[src/hdl/rtp_pkg.sv]
`timescale 1ns / 1ps

package rtp_pkg;

    // ascii codes
    localparam logic [7:0] CH_TAB        = 8'h09;
    localparam logic [7:0] CH_CR         = 8'h0D;
    localparam logic [7:0] CH_SPACE      = 8'h20;
    localparam logic [7:0] CH_PLUS       = 8'h2B;
    localparam logic [7:0] CH_MINUS      = 8'h2D;
    localparam logic [7:0] CH_ZERO       = 8'h30;
    localparam logic [7:0] CH_UNDERSCORE = 8'h5F;
    localparam logic [7:0] CH_LOWER_A    = 8'h61;
    localparam logic [7:0] CH_UPPER_A    = 8'h41;
    localparam logic [7:0] CH_LOWER_X    = 8'h78;
    localparam logic [7:0] CH_UPPER_X    = 8'h58;
    localparam logic [7:0] CH_LOWER_O    = 8'h6F;
    localparam logic [7:0] CH_UPPER_O    = 8'h4F;
    localparam logic [7:0] CH_LOWER_B    = 8'h62;
    localparam logic [7:0] CH_UPPER_B    = 8'h42;

    localparam logic [6:0] DIGIT_NONE    = 7'd99;
    localparam logic [7:0] DEC_SPAN      = 8'd9;
    localparam logic [7:0] ALPHA_SPAN    = 8'd25;

    localparam logic [5:0] RADIX_RESET   = 6'd10;
    localparam logic [5:0] RADIX_AUTO    = 6'd0;
    localparam logic [5:0] RADIX_ONE     = 6'd1;
    localparam logic [5:0] RADIX_MAX     = 6'd36;
    localparam logic [5:0] RADIX_DEC     = 6'd10;
    localparam logic [5:0] RADIX_MIN     = 6'd2;
    localparam logic [5:0] RADIX_HEX     = 6'd16;
    localparam logic [5:0] RADIX_OCT     = 6'd8;
    localparam logic [5:0] RADIX_BIN     = 6'd2;

    localparam logic [70:0] LIMIT_POS    = 71'h7FFF_FFFF_FFFF_FFFF;
    localparam logic [70:0] LIMIT_NEG    = 71'h8000_0000_0000_0000;
    localparam logic [63:0] MAG_MAX      = 64'h8000_0000_0000_0000;

    typedef enum logic [1:0] {
        ST_OK        = 2'd0,
        ST_MALFORMED = 2'd1,
        ST_RANGE     = 2'd2,
        ST_BADBASE   = 2'd3
    } status_t;

    typedef enum logic [5:0] {
        PH_START  = 6'b000001,
        PH_LEAD   = 6'b000010,
        PH_SIGNED = 6'b000100,
        PH_ZERO   = 6'b001000,
        PH_DIGITS = 6'b010000,
        PH_TRAIL  = 6'b100000
    } phase_t;

    typedef struct packed {
        logic [7:0] ch;
        logic       no_char;
        logic       is_last;
    } in_item_t;

    typedef struct packed {
        status_t            status;
        logic signed [63:0] value;
    } out_item_t;

    typedef struct packed {
        phase_t      phase;
        logic        is_negative;
        logic [63:0] magnitude;
        logic        seen_digit;
        logic        prev_underscore;
        status_t     error_code;
        logic [5:0]  active_base;
    } parse_state_t;

    // digit unit flags toward the step logic
    typedef struct packed {
        logic        is_blank;
        logic        is_underscore;
        logic        bad_digit;
        logic        overflow;
        logic [63:0] acc_value;
    } digit_res_t;

    function automatic logic is_blank(input logic [7:0] c);
        return (c == CH_SPACE) || ((c >= CH_TAB) && (c <= CH_CR));
    endfunction

    function automatic logic [6:0] digit_of(input logic [7:0] c);
        logic [7:0] d_dec;
        logic [7:0] d_low;
        logic [7:0] d_up;
        d_dec = c - CH_ZERO;
        d_low = c - CH_LOWER_A;
        d_up  = c - CH_UPPER_A;
        if (d_dec <= DEC_SPAN)
            return d_dec[6:0];
        else if (d_low <= ALPHA_SPAN)
            return d_low[6:0] + 7'd10;
        else if (d_up <= ALPHA_SPAN)
            return d_up[6:0] + 7'd10;
        else
            return DIGIT_NONE;
    endfunction

    // 0 when the byte is no prefix letter
    function automatic logic [5:0] prefix_base(input logic [7:0] c);
        if ((c == CH_LOWER_X) || (c == CH_UPPER_X))
            return RADIX_HEX;
        else if ((c == CH_LOWER_O) || (c == CH_UPPER_O))
            return RADIX_OCT;
        else if ((c == CH_LOWER_B) || (c == CH_UPPER_B))
            return RADIX_BIN;
        else
            return RADIX_AUTO;
    endfunction

endpackage

[src/hdl/radix_integer_text_parser.sv]
`timescale 1ns / 1ps

// radix integer text parser
// src channel: one text byte per beat (ch, no_char, is_last); a beat with
//   no_char set carries no byte, is_last closes the text
// res channel: one beat per text, status plus signed 64-bit value; value is
//   zero unless status is ok
// cfg port: cfg_we writes the 6-bit base register; the base is latched on
//   the first beat of each text, so writes take effect with the next text
// path: a last beat passes the input register, then the result register that drives res_valid
// throughput: one byte beat per cycle while src_stall is low, set by the combinational digit
//   multiply-accumulate (64x6 multiply, add, range compare) between the
//   input register and the parse state
// stall: the input register keeps taking beats while a result waits; only
//   a last beat meeting a full, stalled result register holds src_stall
// reset: parse state goes to start of text, base register to ten, both
//   beat registers empty
module radix_integer_text_parser
(
    input  logic                clk,
    input  logic                rst_n,

    input  logic                src_valid,
    output logic                src_stall,
    input  rtp_pkg::in_item_t   src_data,

    output logic                res_valid,
    input  logic                res_stall,
    output rtp_pkg::out_item_t  res_data,

    input  logic                cfg_we,
    input  logic [5:0]          cfg_wdata
);

    logic                  radix_reg;
    logic [5:0]            base_reg;
    logic                  in_valid_reg;
    rtp_pkg::in_item_t     in_item_reg;
    rtp_pkg::parse_state_t state_reg;
    rtp_pkg::parse_state_t state_next;
    logic                  res_valid_reg;
    rtp_pkg::out_item_t    res_item_reg;
    rtp_pkg::out_item_t    step_result;
    logic                  res_free;
    logic                  step_go;
    logic                  src_take;

    // output slot can take a new beat this cycle
    assign res_free  = !res_valid_reg || !res_stall;
    // non-last beats never touch the output slot
    assign step_go   = in_valid_reg && (!in_item_reg.is_last || res_free);
    assign src_stall = in_valid_reg && !step_go;
    assign src_take  = src_valid && !src_stall;

    assign res_valid = res_valid_reg;
    assign res_data  = res_item_reg;

    // radix_reg flags that the base register was written since reset
    always_ff @(posedge clk or negedge rst_n)
    begin
        if (!rst_n)
        begin
            radix_reg <= 1'b0;
            base_reg  <= rtp_pkg::RADIX_RESET;
        end
        else if (cfg_we)
        begin
            radix_reg <= 1'b1;
            base_reg  <= cfg_wdata;
        end
    end

    rtp_step u_step
    (
        .cur    (state_reg),
        .radix  (base_reg),
        .item   (in_item_reg),
        .nxt    (state_next),
        .result (step_result)
    );

    // input register
    always_ff @(posedge clk or negedge rst_n)
    begin
        if (!rst_n)
            in_valid_reg <= 1'b0;
        else if (src_take)
            in_valid_reg <= 1'b1;
        else if (step_go)
            in_valid_reg <= 1'b0;
    end

    always_ff @(posedge clk)
    begin
        if (src_take)
            in_item_reg <= src_data;
    end

    // parse state
    always_ff @(posedge clk or negedge rst_n)
    begin
        if (!rst_n)
        begin
            state_reg.phase           <= rtp_pkg::PH_START;
            state_reg.is_negative     <= 1'b0;
            state_reg.magnitude       <= '0;
            state_reg.seen_digit      <= 1'b0;
            state_reg.prev_underscore <= 1'b0;
            state_reg.error_code      <= rtp_pkg::ST_OK;
            state_reg.active_base     <= rtp_pkg::RADIX_RESET;
        end
        else if (step_go)
        begin
            state_reg <= state_next;
        end
    end

    // result register
    always_ff @(posedge clk or negedge rst_n)
    begin
        if (!rst_n)
            res_valid_reg <= 1'b0;
        else if (step_go && in_item_reg.is_last)
            res_valid_reg <= 1'b1;
        else if (!res_stall)
            res_valid_reg <= 1'b0;
    end

    always_ff @(posedge clk)
    begin
        if (step_go && in_item_reg.is_last)
            res_item_reg <= step_result;
    end

`ifndef SYNTHESIS
    // an error result never carries a value
    a_err_value_zero: assert property (@(posedge clk) disable iff (!rst_n)
        (res_valid_reg && (res_item_reg.status != rtp_pkg::ST_OK)) |-> (res_item_reg.value == '0))
        else $error("error result with nonzero value");

    // the text state restarts after every last beat
    a_restart_after_last: assert property (@(posedge clk) disable iff (!rst_n)
        (step_go && in_item_reg.is_last) |=> (state_reg.phase == rtp_pkg::PH_START))
        else $error("parse state not restarted after last beat");

    // accumulated magnitude stays within the negative limit
    a_mag_bound: assert property (@(posedge clk) disable iff (!rst_n)
        state_reg.magnitude <= rtp_pkg::MAG_MAX)
        else $error("magnitude beyond int64 range");

    // a pending underscore always follows a digit
    a_underscore_after_digit: assert property (@(posedge clk) disable iff (!rst_n)
        state_reg.prev_underscore |-> state_reg.seen_digit)
        else $error("underscore flagged without a digit");

    // a base write is only seen at the base register after the edge
    a_cfg_written: assert property (@(posedge clk) disable iff (!rst_n)
        cfg_we |=> (radix_reg && (base_reg == $past(cfg_wdata))))
        else $error("base register missed a write");
`endif

endmodule

[src/hdl/rtp_digit.sv]
`timescale 1ns / 1ps

module rtp_digit
(
    input  logic [7:0]          ch,
    input  logic [63:0]         magnitude,
    input  logic [5:0]          active_base,
    input  logic                is_negative,
    output rtp_pkg::digit_res_t res
);

    logic [5:0]  base_eff;
    logic [6:0]  dig;
    logic [69:0] prod;
    logic [70:0] acc;
    logic [70:0] limit;

    // base 0 means ten once past the prefix
    assign base_eff = (active_base == rtp_pkg::RADIX_AUTO) ? rtp_pkg::RADIX_DEC : active_base;
    assign dig      = rtp_pkg::digit_of(ch);
    assign prod     = 70'(magnitude) * 70'(base_eff);
    assign acc      = 71'(prod) + 71'(dig);
    assign limit    = is_negative ? rtp_pkg::LIMIT_NEG : rtp_pkg::LIMIT_POS;

    assign res.is_blank      = rtp_pkg::is_blank(ch);
    assign res.is_underscore = (ch == rtp_pkg::CH_UNDERSCORE);
    assign res.bad_digit     = (base_eff < rtp_pkg::RADIX_MIN) || (dig >= 7'(base_eff));
    // mag*base+d above the limit is the same test as the cutoff/cutlim pair
    assign res.overflow      = (acc > limit);
    assign res.acc_value     = acc[63:0];

endmodule

[src/hdl/rtp_step.sv]
`timescale 1ns / 1ps

module rtp_step
(
    input  rtp_pkg::parse_state_t cur,
    input  logic [5:0]            radix,
    input  rtp_pkg::in_item_t     item,
    output rtp_pkg::parse_state_t nxt,
    output rtp_pkg::out_item_t    result
);

    rtp_pkg::parse_state_t s0;
    rtp_pkg::parse_state_t s;
    rtp_pkg::digit_res_t   dres;
    logic                  do_take;
    logic [5:0]            implied;
    logic [63:0]           neg_mag;

    // base latch at text start
    always_comb
    begin
        s0 = cur;
        if (cur.phase == rtp_pkg::PH_START)
        begin
            s0.active_base = radix;
            s0.error_code  = ((radix == rtp_pkg::RADIX_ONE) || (radix > rtp_pkg::RADIX_MAX))
                             ? rtp_pkg::ST_BADBASE : rtp_pkg::ST_OK;
            s0.phase       = rtp_pkg::PH_LEAD;
        end
    end

    rtp_digit u_digit
    (
        .ch          (item.ch),
        .magnitude   (s0.magnitude),
        .active_base (s0.active_base),
        .is_negative (s0.is_negative),
        .res         (dres)
    );

    assign implied = rtp_pkg::prefix_base(item.ch);
    assign neg_mag = ~s.magnitude + 64'd1;

    always_comb
    begin
        s       = s0;
        do_take = 1'b0;

        if (!item.no_char && (s0.error_code == rtp_pkg::ST_OK))
        begin
            case (s0.phase)
                rtp_pkg::PH_LEAD, rtp_pkg::PH_SIGNED:
                begin
                    if ((s0.phase == rtp_pkg::PH_LEAD) && dres.is_blank)
                    begin
                        s.phase = rtp_pkg::PH_LEAD;
                    end
                    else if ((s0.phase == rtp_pkg::PH_LEAD) &&
                             ((item.ch == rtp_pkg::CH_PLUS) || (item.ch == rtp_pkg::CH_MINUS)))
                    begin
                        s.is_negative = (item.ch == rtp_pkg::CH_MINUS);
                        s.phase       = rtp_pkg::PH_SIGNED;
                    end
                    else if (item.ch == rtp_pkg::CH_ZERO)
                    begin
                        s.phase = rtp_pkg::PH_ZERO;
                    end
                    else
                    begin
                        s.phase = rtp_pkg::PH_DIGITS;
                        do_take = 1'b1;
                    end
                end
                rtp_pkg::PH_ZERO:
                begin
                    s.phase = rtp_pkg::PH_DIGITS;
                    if ((implied != rtp_pkg::RADIX_AUTO) &&
                        ((s0.active_base == rtp_pkg::RADIX_AUTO) || (s0.active_base == implied)))
                    begin
                        s.active_base = implied;
                    end
                    else
                    begin
                        // the held zero counts as a digit of value zero
                        s.seen_digit = 1'b1;
                        do_take      = 1'b1;
                    end
                end
                rtp_pkg::PH_DIGITS:
                begin
                    do_take = 1'b1;
                end
                rtp_pkg::PH_TRAIL:
                begin
                    if (!dres.is_blank)
                        s.error_code = rtp_pkg::ST_MALFORMED;
                end
                default:
                begin
                    s.phase = s0.phase;
                end
            endcase
        end

        if (do_take)
        begin
            if (dres.is_blank)
            begin
                s.phase = rtp_pkg::PH_TRAIL;
            end
            else if (dres.is_underscore)
            begin
                if (!s.seen_digit || s.prev_underscore)
                    s.error_code = rtp_pkg::ST_MALFORMED;
                else
                    s.prev_underscore = 1'b1;
            end
            else if (dres.bad_digit)
            begin
                s.error_code = rtp_pkg::ST_MALFORMED;
            end
            else if (dres.overflow)
            begin
                s.error_code = rtp_pkg::ST_RANGE;
            end
            else
            begin
                s.magnitude       = dres.acc_value;
                s.seen_digit      = 1'b1;
                s.prev_underscore = 1'b0;
            end
        end

        if (item.is_last)
        begin
            // a lone zero at the end is the number zero
            if ((s.error_code == rtp_pkg::ST_OK) && (s.phase == rtp_pkg::PH_ZERO))
            begin
                s.phase      = rtp_pkg::PH_DIGITS;
                s.seen_digit = 1'b1;
            end
            if ((s.error_code == rtp_pkg::ST_OK) && (!s.seen_digit || s.prev_underscore))
                s.error_code = rtp_pkg::ST_MALFORMED;
        end
    end

    always_comb
    begin
        result.status = s.error_code;
        result.value  = '0;
        if (s.error_code == rtp_pkg::ST_OK)
            result.value = s.is_negative ? neg_mag : s.magnitude;

        nxt = s;
        if (item.is_last)
        begin
            nxt.phase           = rtp_pkg::PH_START;
            nxt.is_negative     = 1'b0;
            nxt.magnitude       = '0;
            nxt.seen_digit      = 1'b0;
            nxt.prev_underscore = 1'b0;
            nxt.error_code      = rtp_pkg::ST_OK;
            nxt.active_base     = radix;
        end
    end

endmodule

[config.mk]
export PLATFORM = sky130hd
export DESIGN_NAME = radix_integer_text_parser
export DESIGN_NICKNAME = d
export VERILOG_FILES = /design/src/hdl/rtp_pkg.sv /design/src/hdl/radix_integer_text_parser.sv /design/src/hdl/rtp_digit.sv /design/src/hdl/rtp_step.sv
export SDC_FILE = /design/constraint.sdc
export NUM_CORES = 1
export LEC_CHECK = 0
export BUFFER_PORTS_ARGS = -buffer_cell sky130_fd_sc_hd__buf_4
export CORE_AREA = 5 5 279 254
export CTS_CLUSTER_DIAMETER = 80
export CTS_CLUSTER_SIZE = 25
export DETAILED_ROUTE_END_ITERATION = 7
export DIE_AREA = 0 0 284 259
export PLACE_DENSITY = 0.66
export SYNTH_ARGS = -nofsm -noshare
export SYNTH_HDL_FRONTEND = slang
export SYNTH_SLANG_ARGS = --single-unit
[constraint.sdc]
create_clock -name clk -period 19.3 [get_ports clk]
set_input_delay 0 -clock clk [delete_from_list [all_inputs] [get_ports clk]]
set_output_delay 0 -clock clk [all_outputs]
set_load 0.01 [all_outputs]
==> results.py <==
metrics = {
    "place": {
        "placed_area_um2": 27940,
        "place_congestion": 0.9843,
        "place_inst": 3911,
        "pre_cts_slack_ns": 5.393,
        "hpwl_mm": 66.38,
        "portBuffers": 88,
    },
    "synthesis": {
        "synth_edf_count": 76,
        "synth.distinct_cells": 98,
        "syn_avg_cell_area_um2": 8.577,
        "yosys_register_bits": 165,
        "synth_seq_area_share": 0.1688,
        "synth_warnings": 0,
        "synth_area_um2": 26750,
        "netlist_instances": 3119,
        "synthFlopType": "dfrtp_1",
        "async_flop_share": 0.5394,
        "syn-num-nets": 3625,
    },
    "cts": {
        "cts_buffers": 17,
        "htree_levels": 4,
        "cts_tree": "done",
        "worstSkewPairLatency_ns": 0.47,
        "cts_root_buffer": "clkbuf_16",
        "clk_pin_slew_ns": 0.07,
        "clock_sinks": 165,
        "cts_resized": 0,
        "clk_path_buf_depth": 2,
    },
    "floorplan": {
        "start_util": 0.3949,
        "core-area_um2": 67750,
        "die_area_um2": 73560,
        "num_io_pins": 89,
        "die_h_um": 259,
        "chipWidth_um": 284,
        "row_count": 91,
    },
    "critical_path": {
        "cp_max_fo": 65,
        "r2r_setup_slack_ns": 4.98,
        "slowest_delay_ns": 0.88,
        "crit_family": "simple AND/OR/NAND/NOR gates",
        "timing.rr.start": "state_reg[80]",
        "worst_setup_path_end_kind": "flop",
        "worst_path_max_delay_cell": "nor4_4",
        "startpoint": "state_reg[80]",
        "cp.required_ns": 19.49,
        "arrival_ns": 14.51,
        "crit_type": "reg2reg",
        "crit_top_cell": "fa_1",
        "cp-start-kind": "flop",
        "cp.buffers_inverters": 3,
    },
    "cells_and_area": {
        "final_cells": 3967,
        "multi_input_area_um2": 20900,
        "drive_above_1_share": 0.07787,
        "seq_area_um2": 4517,
        "finalNetCount": 3575,
        "final_core_util": 0.4241,
        "fin_area_um2": 28730,
        "area_delta_synth_final_pct": 7.399,
        "nFillCells": 6681,
        "largest_reg_flops": 81,
    },
    "global_route": {
        "grt_max_degree": 69,
        "grt_first_pass_wirelength_mm": 135.8,
        "grt_overflow": 0,
        "grt_pass1_vias": 23250,
        "grt_use_total": 0.2295,
        "antenna_found_initial": 0,
    },
    "sta": {
        "fin_crit_ns": 14.32,
        "fin_ws_ns": 4.981,
        "finalSetupViolations": 0,
        "worstMarginPinSlew_ns": 1.396,
        "timing.max_slew.rel_slack": 0.05654,
        "fin_crit_sh": 0.7419,
        "finalClockSkew_ns": 0.01572,
        "hold_viol": 0,
        "whs_ns": 0.1771,
        "fin_tns_setup_ns": 0,
        "rsz0062_at_grt": "false",
        "slew_viol_final": 0,
        "fmaxAchievable_mhz": 69.84,
    },
    "detailed_routing": {
        "viasPerCell": 5.985,
        "via_count": 23740,
        "drtIter0Drc": 2623,
        "ant_nets": 0,
        "drc_errors": 0,
        "drt-total-wl_mm": 85.83,
        "dr.pass1.iters": 6,
        "wire_per_inst_um": 21.64,
    },
    "pwr": {
        "p_per_area_nw_per_um2": 49.12,
        "p_leak_nw": 13.51,
        "ir_drop_uv": 87.99,
        "p_total_mw": 1.411,
    },
    "hold_path": {
        "min_path_type": "in2async",
    },
    "status": {
        "status": "complete, no violations",
    },
    "run": {
        "maxCapViolCount": 0,
    },
}
==> synthesized netlist by cell type, drive strengths merged (10+ instances only) <==
cell type	instances	area, µm²
o21ai	163	819.5
nand2	312	1171
inv	149	559.3
a21o	43	322.8
buf	44	225.2
and4	15	135.1
nor4	44	296.5
xnor2	58	508.0
and2	333	2083
nand3	55	275.3
a22o	23	201.4
ha	232	2903
or4	16	131.4
xor2	55	481.7
fa	253	5065
a2111oi	10	87.58
a31oi	21	131.4
nor3	79	400.4
nor2	211	802.0
dfrtp	84	2102
a21oi	171	870.8
or3	40	256.5
o21a	21	157.7
and3	16	110.1
o31ai	18	145.1
clkbuf	162	610.6
o211ai	12	90.09
mux2i	96	973.4
a211oi	39	305.3
or2	19	118.9
nand4	46	287.8
edfxtp	76	2282
nand2b	27	168.9
mux2	26	292.8
==> kinds of logic (layout without fill, tap and decap cells) <==
| kind of cell | Yosys count | after routing | share of synthesized area |
|---|---|---|---|
| AOI/OAI and AO/OA | 630 | 630 | 0.1530 |
| xor gates and xnor gates | 113 | 113 | 0.03700 |
| adders and majority gates | 485 | 485 | 0.2978 |
| buffers and inverters | 355 | 318 | 0.05215 |
| DFF | 165 | 165 | 0.1688 |
| muxes | 122 | 122 | 0.04733 |
| other | 0 | 2 | 0 |
| and+or+nand+nor | 1249 | 1249 | 0.2439 |
==> timing repair <==
action / in CTS / in global routing
hold buffers: 22 / 0
hold endpoints to repair: 62 / 0
setup buffers: 0 / 0
==> per-layer routing <==
layer	vias up	global-route usage	part of all wire
li1	10820	-	-
met1	11630	0.3288	0.44
met2	1137	0.3587	0.44
met3	164	0.03977	0.086
met4	0	0.06498	0.030
met5	-	0	0
==> worst paths after layout <==
check / to / cells after the start
setup / recovery: res_data[58] / 41
hold / removal: base_reg[5] / 2
setup reg to reg: res_data[58] / 41
hold reg to reg: state_reg[8] / 2
max in group asynchronous: state_reg[24] / 3
min in group clk: in_item_reg[8] / 2
==> cell type report <==
class	instances	share of cell area
clock buffer	18	0.01494
antenna	2	0.0001742
multi-input combinational	2599	0.7273
sequential	165	0.1572
inverter	149	0.01947
clock inverter	14	0.004790
timing repair buffer	137	0.03771
tap	883	0.03845
==> layout by cell type, fill, tap and decap left out, drive strengths merged, types with 27 or more instances in the layout <==
cell and instances:
edfxtp 76, fa 253, nor4 44, xnor2 58, nand4 46, nand2b 27
mux2i 96, and2 333, nand3 55, nand2 312, dfrtp 84, a21oi 171
buf 115, nor3 79, ha 232, nor2 211, a211oi 39, o21ai 163
or3 40, xor2 55, a21o 43, inv 158
==> power breakdown <==
part	total, mW	leakage, nW	internal, mW	switching [mW]
clock	0.343	0.274	0.172	0.171
sequential	0.419	1.94	0.392	0.0271
combinational	0.649	11.3	0.154	0.496
(Power assumes the default switching activity.)
